`config.mk`:
```
export PLATFORM = sky130hd
export DESIGN_NAME = utf8_to_utf16le_lenient_encoder_flat
export DESIGN_NICKNAME = d
export VERILOG_FILES = /design/src/rtl/u8u16_pkg.sv /design/src/rtl/u8u16_in_if.sv /design/src/rtl/u8u16_out_if.sv /design/src/rtl/u8u16_step.sv /design/src/rtl/utf8_to_utf16le_lenient_encoder.sv /design/src/flat_wrapper.sv
export SDC_FILE = /design/constraint.sdc
export NUM_CORES = 1
export LEC_CHECK = 0
export BUFFER_PORTS_ARGS = -buffer_cell sky130_fd_sc_hd__buf_2
export CORE_UTILIZATION = 30
export CTS_CLUSTER_SIZE = 12
export DETAILED_ROUTE_END_ITERATION = 10
export GPL_TIMING_DRIVEN = 0
export SLEW_MARGIN = 10
export SYNTH_ARGS = -nofsm -noshare
export SYNTH_HDL_FRONTEND = slang
export SYNTH_SLANG_ARGS = --single-unit
```
`constraint.sdc`:
```
create_clock -name i_clk -period 5.7 [get_ports i_clk]
set_input_delay 0.285 -clock i_clk [delete_from_list [all_inputs] [get_ports i_clk]]
set_output_delay 0.285 -clock i_clk [all_outputs]
set_load 0.01 [all_outputs]
```
`src/rtl/u8u16_pkg.sv`:
```
// Shared types, constants and helpers for the UTF-8 to UTF-16LE transcoder.
package u8u16_pkg;

    localparam int unsigned MAX_STRING_BYTES = 65536;
    localparam int unsigned CountFieldMax    = 'h3FFFF;
    localparam int unsigned CountCapInt      = (2 * MAX_STRING_BYTES > CountFieldMax) ?
                                               CountFieldMax : 2 * MAX_STRING_BYTES;
    localparam logic [17:0] COUNT_CAP        = 18'(CountCapInt);

    localparam logic [20:0] BMP_LIMIT = 21'h010000;
    localparam logic [20:0] MAX_POINT = 21'h10FFFF;
    localparam logic [15:0] HI_SURR   = 16'hD800;
    localparam logic [15:0] LO_SURR   = 16'hDC00;

    typedef struct packed {
        logic [1:0]  pending;
        logic [20:0] point;
        logic [17:0] count;
    } t_state;

    typedef struct packed {
        logic [15:0] code_unit;
        logic        unit_valid;
        logic        end_of_string;
        logic [17:0] byte_total;
    } t_result;

    function automatic logic [17:0] sat_add2(input logic [17:0] c);
        logic [18:0] s;
        s = {1'b0, c} + 19'd2;
        return (s > {1'b0, COUNT_CAP}) ? COUNT_CAP : s[17:0];
    endfunction

endpackage

```
`src/rtl/u8u16_in_if.sv`:
```
// Request channel carrying one UTF-8 byte per request.
interface u8u16_in_if;
    logic       valid;
    logic       ready;
    logic [7:0] in_byte;
    logic       last_byte;

    modport source (output valid, output in_byte, output last_byte, input ready);
    modport sink   (input valid, input in_byte, input last_byte, output ready);
endinterface

```
`src/rtl/u8u16_out_if.sv`:
```
// Result channel carrying one UTF-16 code unit or end marker per request.
interface u8u16_out_if;
    logic        valid;
    logic        ready;
    logic [15:0] code_unit;
    logic        unit_valid;
    logic        end_of_string;
    logic [17:0] byte_total;

    modport source (output valid, output code_unit, output unit_valid,
                    output end_of_string, output byte_total, input ready);
    modport sink   (input valid, input code_unit, input unit_valid,
                    input end_of_string, input byte_total, output ready);
endinterface

```
`src/rtl/u8u16_step.sv`:
```
// Combinational decode step: one byte plus state gives next state and up to two results.
module u8u16_step (
    input  u8u16_pkg::t_state  i_state,
    input  logic [7:0]         i_byte,
    input  logic               i_last,
    output u8u16_pkg::t_state  o_next,
    output u8u16_pkg::t_result o_res0,
    output u8u16_pkg::t_result o_res1,
    output logic [1:0]         o_n
);
    import u8u16_pkg::*;

    t_state      s_dec;
    logic        emit;
    logic [20:0] cp;
    logic [20:0] v;
    logic [17:0] c1;
    logic [17:0] c2;
    logic [17:0] cnt_next;

    always_comb begin
        s_dec = i_state;
        emit  = 1'b0;
        cp    = '0;
        if (i_state.pending != 2'd0) begin
            s_dec.point   = {i_state.point[14:0], i_byte[5:0]};
            s_dec.pending = i_state.pending - 2'd1;
            emit          = (i_state.pending == 2'd1);
            cp            = {i_state.point[14:0], i_byte[5:0]};
        end else if (!i_byte[7]) begin
            emit = 1'b1;
            cp   = {13'd0, i_byte};
        end else if (i_byte[7:5] == 3'b110) begin
            s_dec.point   = {16'd0, i_byte[4:0]};
            s_dec.pending = 2'd1;
        end else if (i_byte[7:4] == 4'b1110) begin
            s_dec.point   = {17'd0, i_byte[3:0]};
            s_dec.pending = 2'd2;
        end else if (i_byte[7:3] == 5'b11110) begin
            s_dec.point   = {18'd0, i_byte[2:0]};
            s_dec.pending = 2'd3;
        end
    end

    assign v  = cp - BMP_LIMIT;
    assign c1 = sat_add2(i_state.count);
    assign c2 = sat_add2(c1);

    always_comb begin
        o_res0   = '0;
        o_res1   = '0;
        o_n      = 2'd0;
        cnt_next = i_state.count;
        if (emit) begin
            if (cp < BMP_LIMIT) begin
                o_n               = 2'd1;
                o_res0.code_unit  = cp[15:0];
                o_res0.unit_valid = 1'b1;
                cnt_next          = c1;
            end else if (cp <= MAX_POINT) begin
                o_n               = 2'd2;
                o_res0.code_unit  = HI_SURR | {6'd0, v[19:10]};
                o_res0.unit_valid = 1'b1;
                o_res1.code_unit  = LO_SURR | {6'd0, v[9:0]};
                o_res1.unit_valid = 1'b1;
                cnt_next          = c2;
            end
        end

        o_next       = s_dec;
        o_next.count = cnt_next;

        if (i_last) begin
            o_next = '0;
            if (o_n == 2'd2) begin
                o_res1.end_of_string = 1'b1;
                o_res1.byte_total    = cnt_next;
            end else begin
                o_n                  = 2'd1;
                o_res0.end_of_string = 1'b1;
                o_res0.byte_total    = cnt_next;
            end
        end
    end

endmodule

```
`src/rtl/utf8_to_utf16le_lenient_encoder.sv`:
```
// A byte taken into the input register is decoded combinationally, and its results are
// loaded into the result register. Throughput: one byte per cycle while the result register
// can take its results; a surrogate pair fills both of its entries, so a byte after it that
// yields a result waits in the input register. Reset (i_rst_n low at a clock edge) empties
// both registers and clears the decode state and the byte count; no clearing pass is needed.
module utf8_to_utf16le_lenient_encoder (
    input  logic               i_clk,
    input  logic               i_rst_n,
    u8u16_in_if.sink           i_in,
    u8u16_out_if.source        o_out
);
    import u8u16_pkg::*;

    logic       r_in_valid;
    logic [7:0] r_byte;
    logic       r_last;

    t_state     r_state;
    t_state     n_state;
    t_result    res0;
    t_result    res1;
    logic [1:0] res_n;

    logic [1:0] r_cnt;
    t_result    r_res0;
    t_result    r_res1;

    logic pop;
    logic can_load;
    logic consume;

    u8u16_step u_step (
        .i_state (r_state),
        .i_byte  (r_byte),
        .i_last  (r_last),
        .o_next  (n_state),
        .o_res0  (res0),
        .o_res1  (res1),
        .o_n     (res_n)
    );

    assign pop      = (r_cnt != 2'd0) && o_out.ready;
    assign can_load = (r_cnt == 2'd0) || ((r_cnt == 2'd1) && pop);
    assign consume  = r_in_valid && ((res_n == 2'd0) || can_load);

    assign i_in.ready = !r_in_valid || consume;

    always_ff @(posedge i_clk) begin
        if (!i_rst_n) begin
            r_in_valid <= 1'b0;
        end else if (i_in.ready) begin
            r_in_valid <= i_in.valid;
        end
    end

    always_ff @(posedge i_clk) begin
        if (i_in.ready && i_in.valid) begin
            r_byte <= i_in.in_byte;
            r_last <= i_in.last_byte;
        end
    end

    always_ff @(posedge i_clk) begin
        if (!i_rst_n) begin
            r_state <= '0;
        end else if (consume) begin
            r_state <= n_state;
        end
    end

    // Two-deep result register; load only when it is empty or its last entry drains this cycle.
    always_ff @(posedge i_clk) begin
        if (!i_rst_n) begin
            r_cnt <= 2'd0;
        end else if (consume && (res_n != 2'd0)) begin
            r_cnt <= res_n;
        end else if (pop) begin
            r_cnt <= r_cnt - 2'd1;
        end
    end

    always_ff @(posedge i_clk) begin
        if (consume && (res_n != 2'd0)) begin
            r_res0 <= res0;
            r_res1 <= res1;
        end else if (pop) begin
            r_res0 <= r_res1;
        end
    end

    assign o_out.valid         = (r_cnt != 2'd0);
    assign o_out.code_unit     = r_res0.code_unit;
    assign o_out.unit_valid    = r_res0.unit_valid;
    assign o_out.end_of_string = r_res0.end_of_string;
    assign o_out.byte_total    = r_res0.byte_total;

    a_cnt_range: assert property (@(posedge i_clk) disable iff (!i_rst_n)
        r_cnt != 2'd3)
        else $error("result register count out of range");

    a_marker_ends: assert property (@(posedge i_clk) disable iff (!i_rst_n)
        (o_out.valid && !o_out.unit_valid) |-> o_out.end_of_string)
        else $error("bare marker without end of string");

    a_pair_head: assert property (@(posedge i_clk) disable iff (!i_rst_n)
        (r_cnt == 2'd2) |-> (r_res0.code_unit[15:10] == 6'b110110))
        else $error("two queued results without high surrogate at head");

    a_last_clears: assert property (@(posedge i_clk) disable iff (!i_rst_n)
        (consume && r_last) |=> ((r_state.pending == 2'd0) && (r_state.count == 18'd0)))
        else $error("state not cleared after end of string");

endmodule
```
`src/flat_wrapper.sv`:
```
// flat-port wrapper written by rule: the top's interface ports become plain ports
module utf8_to_utf16le_lenient_encoder_flat import u8u16_pkg::*;
  (i_clk, i_rst_n, i_in_valid, i_in_in_byte, i_in_last_byte, i_in_ready, o_out_valid, o_out_code_unit, o_out_unit_valid, o_out_end_of_string, o_out_byte_total, o_out_ready);
  u8u16_in_if i_in_i ();
  u8u16_out_if o_out_i ();
  input  logic i_clk;
  input  logic i_rst_n;
  input wire logic [$bits(i_in_i.valid)-1:0] i_in_valid;
  input wire logic [$bits(i_in_i.in_byte)-1:0] i_in_in_byte;
  input wire logic [$bits(i_in_i.last_byte)-1:0] i_in_last_byte;
  output wire logic [$bits(i_in_i.ready)-1:0] i_in_ready;
  output wire logic [$bits(o_out_i.valid)-1:0] o_out_valid;
  output wire logic [$bits(o_out_i.code_unit)-1:0] o_out_code_unit;
  output wire logic [$bits(o_out_i.unit_valid)-1:0] o_out_unit_valid;
  output wire logic [$bits(o_out_i.end_of_string)-1:0] o_out_end_of_string;
  output wire logic [$bits(o_out_i.byte_total)-1:0] o_out_byte_total;
  input wire logic [$bits(o_out_i.ready)-1:0] o_out_ready;
  assign i_in_i.valid = i_in_valid;
  assign i_in_i.in_byte = i_in_in_byte;
  assign i_in_i.last_byte = i_in_last_byte;
  assign i_in_ready = i_in_i.ready;
  assign o_out_valid = o_out_i.valid;
  assign o_out_code_unit = o_out_i.code_unit;
  assign o_out_unit_valid = o_out_i.unit_valid;
  assign o_out_end_of_string = o_out_i.end_of_string;
  assign o_out_byte_total = o_out_i.byte_total;
  assign o_out_i.ready = o_out_ready;
  utf8_to_utf16le_lenient_encoder u_core (.i_clk(i_clk), .i_rst_n(i_rst_n), .i_in(i_in_i), .o_out(o_out_i));
endmodule
```
==> flow_metrics.tcl, run 1 <==
set metrics [dict create \
    power_density_nw_per_um2 311 \
    numPlacedInstances 1050 \
    fmax_mhz 185 \
    dieArea_sq_um 23300 \
    synth_area_leaders "edfxtp_1, dfxtp_1, nand2_1" \
    synth_flop_cell "edfxtp_1" \
    slew_headroom_pct 23.8 \
    synthArstFlopShare_pct 0 \
    cts_tree "yes" \
    peakVddDrop_v 0.000197 \
    worstPathCellList "ha_1, buf_2, and3_1, buf_6, nand4_1, xor2_1, nand4_1, o21a_1, nor2_1, ha_2, nand2_1, nor3b_2, nor2_1, nor4_4, buf_4, a41oi_2, a41oi_2, o31ai_2, a32o_1" \
    drt_iter0_drc 787 \
    wl_per_cell_um 19.4 \
    wirelength_mm 21.1 \
    stdcell_area_sq_um 8140 \
    fin_cells 1084 \
    hold_violations 0 \
    ant_nets 0 \
    timing.rr.end "u_core.o_out.byte_total[3]$_DFFE_PP_" \
    cts_num_sinks 113 \
    yosysUniqueCellTypes 88 \
    ys_ff_latch 113 \
    dp_hpwl_mm 15.4 \
    antenna_found_initial 0 \
    ios 51 \
    antenna_cells 0 \
    area_delta_synth_final_pct 19.5 \
    ys_top_cells_by_count "nand2_1, edfxtp_1, nor2_1" \
    die_w_um 153 \
    finalCriticalPeriod_ps 5420 \
    status "finished, violations left" \
    initial_utilization_pct 30.9 \
    cts-root-buf "clkbuf_16" \
    cp-start-kind "flop" \
    grt_max_degree 31 \
    slowest_delay_ps 480 \
    syn_inst 719 \
    synth_edf_count 75 \
    setup_slack_ps 281 \
    grt_first_pass_wirelength_mm 33.0 \
    cp_max_fo 10 \
    r2r-start "u_core.r_state[1]$_SDFFE_PN0P_" \
    setup_viol 0 \
    violations "DRC" \
    power.leakage_nw 2.79 \
    critPathKind "flop to flop" \
    rsz0062_at_grt "no" \
    synth_area_leader_cell "edfxtp_1" \
    hold_path_depth 1 \
    clk_pin_slew_ps 60 \
    h-tree-depth 4 \
    overflow 0 \
    clockBufferDepth 2 \
    endpoint_kind "flop" \
    drc 6 \
    cts_made_buffers 17 \
    gp_congestion 0.938 \
    reg2regPathDepth 19 \
    chipHeight_um 153 \
    worst_pin_slew_ps 1140 \
    cts-hold-fix-buffers 0 \
    core_sq_um 22000 \
    power.total_mw 2.53 \
    ys_seq_area_share_pct 44.2 \
    cp.required_ps 5860 \
    fin_skew_ps 8.32 \
    slowest_stage "dfxtp_1" \
    clock_latency_ps 420 \
    yosysMostFrequentCell "nand2_1" \
    yosysTopAreaCellShare_pct 33.1 \
    pre_cts_slack_ps -220 \
    r2r_slack_ps 280 \
    dpl_cell_area_sq_um 7450 \
    viasPerCell 5.64 \
    drv_slew 0 \
    arrival_ps 5580 \
    fin_crit_sh_pct 95.1 \
    grt_pass1_vias 5720 \
    drtPass1Iterations 9 \
    worst_hold_path.endpoint "u_core.r_byte[4]$_DFFE_PP_" \
    nets 809 \
    hold_class "input pin to flop" \
    drive_gt1_share_pct 17.9 \
    syn_nets 737 \
    rows 54 \
    syn_area_sq_um 6810 \
    io_buffer_count 50 \
    via_count 6117 \
    min_from "i_in_in_byte[4]" \
    syn_avg_cell_area_sq_um 9.47 \
    cap_viol_max_count 0 \
    yosysWarnings 0 \
    grt_use_total_pct 18.3 \
]
==> layout by cell type (no fill, tap or decap), types with 5 or more instances in the layout <==
cell,count
nand2_1,84
edfxtp_1,75
buf_2,60
nor2_1,53
o21ai_0,48
dfxtp_1,38
clkbuf_1,32
a21oi_1,30
nor2b_1,22
and2_1,21
xnor2_1,19
clkbuf_16,17
nand4_1,16
inv_1,15
nand3_1,15
nor3_1,14
o211ai_1,11
a22o_1,11
a22oi_1,10
xor2_1,10
a32oi_1,10
buf_4,9
and3_1,9
nor4_1,9
and4_1,6
a31oi_1,6
o22ai_1,5
nand3b_1,5
a32o_1,5
a21boi_0,5
o2bb2ai_1,5
clkinvlp_4,5
==> worst max-delay path, delay by kind of cell, from the launching register on <==
kind | cells | cell delay [ps]
buffers and inverters | 3 | 520
adders and majority gates | 2 | 570
xor gates and xnor gates | 1 | 410
and+or+nand+nor | 8 | 1730
DFF | 1 | 480
AOI/OAI and AO/OA | 5 | 1430
==> per-stage QoR <==
step	util, %	hold WS, ps	TNS, ps
after floorplan	-	384	0
after global placement	33.7	466	-741
after global routing	37.0	39.0	0
after CTS	36.7	31.1	0
final	37.0	40.1	0
after detailed placement	33.8	467	-1070
==> sequential cells by signal, summed over array words and instances, names as in the netlist <==
signal                      flops
u_core.o_out.end_of_string      1
u_core.r_byte                   8
u_core.o_out.byte_total        18
u_core.r_cnt                    2
u_core.r_state                 35
u_core.o_out.code_unit         16
u_core.r_last                   1
u_core.r_in_valid               1
u_core.r_res1                  30
u_core.o_out.unit_valid         1
==> power by group <==
| part | total (mW) | switching (mW) | internal, mW |
|---|---|---|---|
| clock network | 1.12 | 0.396 | 0.726 |
| registers | 1.02 | 0.0300 | 0.988 |
| logic | 0.390 | 0.264 | 0.126 |
| total | 2.53 | 0.690 | 1.84 |
==> area by class of cell <==
class	instances	area, sq um
fillers	2217	13900
multi-input cells	537	3540
flip-flops and latches	113	3010
clock inverters	15	191
well taps	280	350
plain buffers	52	260
clock buffers	17	425
repair buffers	54	300
inverters	16	60.1
==> worst max path at each step <==
stage	end	cells after the start	start	slack [ps]
final	u_core.o_out.byte_total[3]$_DFFE_PP_	19	u_core.r_state[1]$_SDFFE_PN0P_	280
after global routing	u_core.o_out.byte_total[3]$_DFFE_PP_	19	u_core.r_state[1]$_SDFFE_PN0P_	40
after CTS	u_core.o_out.byte_total[3]$_DFFE_PP_	19	u_core.r_state[1]$_SDFFE_PN0P_	20
after detailed placement	u_core.o_out.byte_total[3]$_DFFE_PP_	18	u_core.r_state[1]$_SDFFE_PN0P_	-220
after global placement	u_core.o_out.byte_total[3]$_DFFE_PP_	18	u_core.r_state[1]$_SDFFE_PN0P_	-190
after floorplan	u_core.o_out.byte_total[3]$_DFFE_PP_	20	u_core.r_state[1]$_SDFFE_PN0P_	950
==> what timing repair did <==
item                                    CTS  global route
endpoints found under the setup margin   15            27
buffers inserted                          1             2
gates resized for setup                   2             9
cloned                                    0             0
pin swaps                                 0             2
==> cells by family (layout without fill, tap and decap cells) <==
logic type	count (synthesis)	count (layout)	share of synthesized area, %
buf+inv	69	154	4.74
mux	3	3	0.514
simple gates	286	286	22.4
fa+ha+maj	5	5	0.918
flops	113	113	44.2
compound gates	213	213	23.3
xor+xnor	30	30	3.86
==> layer usage <==
metal / track usage (%) / part of all wire [%]
met1: 25.6 / 46
met2: 28.2 / 44
met3: 3.64 / 7.5
met4: 6.20 / 2.3
met5: 0 / 0
No activity file was read; power rests on OpenSTA's default activity.
==> run 2: changes to the inputs <==
Settings changed: PLACE_DENSITY from default to 0.5.
==> run 2 against run 1 <==
  * Total power down 4.9%
  * Clock skew grew 4.4 ps
  * Die area unchanged
  * Critical path depth unchanged
  * Critical endpoint unchanged
  * The flow still finishes with violations (DRC)
  * Sequential power barely moved
  * Register-to-register slack lost 40 ps
==> flow_metrics.tcl, run 2 (synthesis gave the netlist of run 1 again) <==
set metrics [dict create \
    clk_pin_slew_ps 60 \
    dp_hpwl_mm 16.0 \
    hold_class "input pin to flop" \
    nets 808 \
    overflow 0 \
    dieArea_sq_um 23300 \
    critPathKind "flop to flop" \
    h-tree-depth 4 \
    ios 51 \
    viasPerCell 5.56 \
    drtPass1Iterations 7 \
    arrival_ps 5630 \
    critPathLaunch "u_core.r_state[1]$_SDFFE_PN0P_" \
    status "finished, violations left" \
    antenna_cells 0 \
    power_frac_seq_pct 42.3 \
    fin_crit_sh_pct 95.8 \
    power.leakage_nw 2.75 \
    drive_gt1_share_pct 17.7 \
    grt_use_total_pct 19.1 \
    initial_utilization_pct 30.9 \
    violations "DRC" \
    ant_nets 0 \
    cp_max_fo 10 \
    via_count 6025 \
    cts_num_sinks 113 \
    cts-hold-fix-buffers 0 \
    power_frac_clock_pct 41.5 \
    fmax_mhz 183 \
    area_delta_synth_final_pct 18.3 \
    drc 8 \
    power_density_nw_per_um2 298 \
    regMostFlops "u_core.r_state" \
    cts-root-buf "clkbuf_16" \
    holdWs_ps 44.3 \
    wirelength_mm 21.5 \
    fin_skew_ps 12.7 \
    clock_latency_ps 420 \
    comb_power_share_pct 16.2 \
    final_common_cell "nand2_1" \
    largest_reg_flops 35 \
    clockBufferDepth 2 \
    cp-start-kind "flop" \
    grt_first_pass_wirelength_mm 34.0 \
    die_w_um 153 \
    drt_iter0_drc 628 \
    core_sq_um 22000 \
    worst_pin_slew_ps 1150 \
    drv_slew 0 \
    r2r_slack_ps 240 \
    setup_viol 0 \
    chipHeight_um 153 \
    p_int_mw 1.71 \
    hold_violations 0 \
    layout_common_cells "nand2_1, edfxtp_1, buf_2, nor2_1, o21ai_0" \
    r2r-start "u_core.r_state[1]$_SDFFE_PN0P_" \
    grt_max_degree 31 \
    grt_pass1_vias 5682 \
    endpoint_kind "flop" \
    rows 54 \
    fillCellCount 2236 \
    cp.required_ps 5860 \
    gp_congestion 0.899 \
    cts_tree "yes" \
    numPlacedInstances 1050 \
    io_buffer_count 50 \
    setup_slack_ps 238 \
    slew_headroom_pct 22.9 \
    wl_per_cell_um 19.9 \
    antenna_found_initial 0 \
    fin_cells 1083 \
    power.switching_uw 694 \
    rsz0062_at_grt "no" \
    finalCriticalPeriod_ps 5460 \
    cap_viol_max_count 0 \
    pre_cts_slack_ps -292 \
    min_from "i_in_in_byte[2]" \
    cts_made_buffers 17 \
    switching_share_pct 28.9 \
    peakVddDrop_v 0.000170 \
]
[run 2: final timing paths]
| path | endpoint | depth (start not counted) |
|---|---|---|
| worst max-delay path | u_core.o_out.byte_total[3]$_DFFE_PP_ | 19 |
| worst min-delay path | u_core.r_byte[2]$_DFFE_PP_ | 1 |
| worst max register to register | u_core.o_out.byte_total[3]$_DFFE_PP_ | 19 |
| worst min register to register | u_core.r_state[39]$_SDFFE_PN0P_ | 2 |
[run 2: worst max-delay path: stages (launching register included)]
cell and delay, ps:
dfxtp_1 390, ha_1 250, buf_2 180, and3_1 200
buf_6 140, a211o_1 250, a2111oi_1 460, nand4_1 230
o21a_1 320, nor2_1 210, ha_2 330, nand2_1 130
nor3b_2 280, nor2_1 190, nor4_4 390, a211oi_1 130
a311o_1 370, a41oi_2 310, o31ai_2 140, a32o_1 290
[run 2: through the flow]
step	instance area [sq um]	TNS (ps)	power (mW)	util, %
after floorplan	6810	0	1.26	-
after global placement	7410	-2250	1.41	33.7
after detailed placement	7450	-2240	1.42	33.8
after CTS	8020	0	2.42	36.4
after global routing	8060	0	2.50	36.6
final	8060	0	2.40	36.6
[run 2: per-layer routing]
metal  GRT usage [%]  up-vias  share of wire [%]
met5               0        -                  0
met4            7.17        0                2.1
met3            3.36       23                5.2
met2            28.7      204                 43
met1            27.1     2935                 49
li1                -     2863                  -
[run 2: final cells by class]
class,count,area [sq um],area share (%)
Buffer,52,260,3.23
Clock buffer,19,433,5.37
Clock inverter,13,113,1.40
Inverter,16,60.1,0.745
Multi-Input combinational cell,537,3530,43.9
Sequential cell,113,3010,37.4
Tap cell,280,350,4.35
Timing Repair Buffer,53,293,3.63
[run 2: power by group through the flow]
stage	Clock, mW	Sequential, mW	Combinational, mW
after floorplan	0	1.07	0.195
after global placement	0	1.04	0.369
after detailed placement	0	1.03	0.387
after CTS	1.01	1.02	0.389
after global routing	1.05	1.03	0.425
final	0.997	1.02	0.391
[run 2: what timing repair did]
| item | CTS | global route |
|---|---|---|
| pin swaps | 1 | 0 |
| setup endpoints to repair | 21 | 28 |
| buffers inserted | 2 | 0 |
| resized for setup | 2 | 8 |
==> run 3: changes to the inputs <==
Settings changed: CTS_BUF_LIST from default to sky130_fd_sc_hd__clkbuf_16.
==> run 3 against run 2 <==
  * The flow still finishes with violations (DRC)
  * First-iteration DRC count did not move
  * Hold slack got worse by 0.52 ps
  * Register-to-register slack barely moved
  * Global-route usage did not move
  * Worst setup slack got worse by 3.9 ps
  * Critical path type unchanged
  * Highest routed layer unchanged
==> flow_metrics.tcl, run 3 (synthesis gave the netlist of run 1 again) <==
set metrics [dict create \
    cts_num_sinks 113 \
    ant_nets 0 \
    status "finished, violations left" \
    worstPathCellList "ha_1, buf_2, and3_1, buf_6, a211o_1, a2111oi_1, nand4_1, o21a_1, nor2_1, ha_2, nand2_1, nor3b_2, nor2_1, nor4_4, a211oi_1, a311o_1, a41oi_2, o31ai_2, a32o_1" \
    cts-root-buf "clkbuf_16" \
    cp.required_ps 5860 \
    top_usage_layer "met2" \
    core_sq_um 22000 \
    grt_first_pass_wirelength_mm 34.0 \
    slowest_delay_ps 460 \
    drive_gt1_share_pct 17.7 \
    antenna_found_initial 0 \
    met2_usage_pct 28.7 \
    setup_viol 0 \
    use_met1_pct 27.1 \
    wl_per_cell_um 19.9 \
    largest_reg_flops 35 \
    fin_crit_sh_pct 95.9 \
    peakVddDrop_v 0.000170 \
    drv_slew 0 \
    cp-start-kind "flop" \
    grt_pass1_vias 5682 \
    die_w_um 153 \
    wirelength_mm 21.5 \
    antenna_cells 0 \
    fin_skew_ps 12.8 \
    initial_utilization_pct 30.9 \
    regMostFlops "u_core.r_state" \
    cts_made_buffers 17 \
    cp_max_fo 10 \
    area_delta_synth_final_pct 18.3 \
    io_buffer_count 50 \
    rows 54 \
    dieArea_sq_um 23300 \
    violations "DRC" \
    layout_common_cells "nand2_1, edfxtp_1, buf_2, nor2_1, o21ai_0" \
    cts_tree "yes" \
    rsz0062_at_grt "no" \
    endpoint_kind "flop" \
    hold_path_depth 1 \
    crit_path_frequent_cell "nor2_1" \
    grt_use_total_pct 19.1 \
    viasPerCell 5.57 \
    fmax_mhz 183 \
    ios 51 \
    grt_max_degree 31 \
    drt_iter0_drc 628 \
    clk_pin_slew_ps 60 \
    nets 808 \
    grtUsageMet3_pct 3.36 \
    dp_hpwl_mm 16.0 \
    overflow 0 \
    drc 8 \
    power_density_nw_per_um2 298 \
    clockBufferDepth 2 \
    finalCriticalPeriod_ps 5470 \
    fin_setup_tns_ps 0 \
    slew_headroom_pct 22.9 \
    slowest_stage "a2111oi_1" \
    power.total_mw 2.40 \
    hold_class "input pin to flop" \
    h-tree-depth 4 \
    chipHeight_um 153 \
    drtPass1Iterations 8 \
    via_count 6030 \
    reg2regPathDepth 19 \
    power.leakage_nw 2.76 \
    worst_pin_slew_ps 1150 \
    cts-hold-fix-buffers 0 \
    clock_latency_ps 420 \
    holdWs_ps 43.8 \
    critPathKind "flop to flop" \
    cap_viol_max_count 0 \
    final_common_cell "nand2_1" \
    hold_violations 0 \
    arrival_ps 5630 \
    gp_congestion 0.899 \
]
-- run 3: cell types whose count changed in the layout (fill, tap and decap cells not counted) --
| cell | delta |
|---|---|
| inv_1 | +2 |
| clkbuf_1 | -2 |
-- run 3: path summary, 6_finish.rpt --
| kind | from | end | slack (ps) |
|---|---|---|---|
| max | u_core.r_state[1]$_SDFFE_PN0P_ | u_core.o_out.byte_total[3]$_DFFE_PP_ | 230 |
| min | i_in_in_byte[2] | u_core.r_byte[2]$_DFFE_PP_ | 40 |
| max reg2reg | u_core.r_state[1]$_SDFFE_PN0P_ | u_core.o_out.byte_total[3]$_DFFE_PP_ | 230 |
| min reg2reg | u_core.r_state[39]$_SDFFE_PN0P_ | u_core.r_state[39]$_SDFFE_PN0P_ | 520 |
-- run 3: per-layer routing --
| layer | vias up | wire [um] |
|---|---|---|
| li1 | 2864 | - |
| met2 | 205 | 9350 |
| met5 | - | 0 |
| met3 | 26 | 1150 |
| met4 | 0 | 467 |
| met1 | 2935 | 10600 |
-- run 3: what timing repair did --
item,4_1_cts,5_1_grt
setup buffers,2,0
pin swaps,1,0
setup endpoints to repair,21,28
endpoints found under the hold margin,0,0
gates resized for setup,2,8
-- run 3: worst max-delay path: cells and delay by family, from the launching register on --
kind / cells / cell delay, ps
buf+inv: 2 / 320
flops: 1 / 390
compound gates: 8 / 2270
fa+ha+maj: 2 / 580
simple gates: 7 / 1630
-- run 3: layout make-up --
class                           instances  area [sq um]
Buffer                                 52           260
Clock buffer                           17           425
Clock inverter                         15           120
Fill cell                            2236         14000
Inverter                               16          60.1
Multi-Input combinational cell        537          3530
Sequential cell                       113          3010
Tap cell                              280           350
Timing Repair Buffer                   53           293
-- run 3: power by group --
part / total, mW / switching, mW / internal, mW
sequential: 1.02 / 0.0291 / 0.988
combinational: 0.391 / 0.265 / 0.126
clock: 0.995 / 0.401 / 0.593
total: 2.40 / 0.695 / 1.71
-- run 3: per-stage QoR --
| stage | cells | instance area, sq um | setup slack, ps | util, % |
|---|---|---|---|---|
| 5_1_grt | 1083 | 8060 | 52.3 | 36.6 |
| 3_5_place_dp | 1050 | 7450 | -292 | 33.8 |
| 6_report | 1083 | 8060 | 234 | 36.6 |
| 4_1_cts | 1083 | 8020 | 20.0 | 36.4 |
| 2_1_floorplan | 719 | 6810 | 948 | - |
| 3_3_place_gp | 1049 | 7410 | -294 | 33.7 |
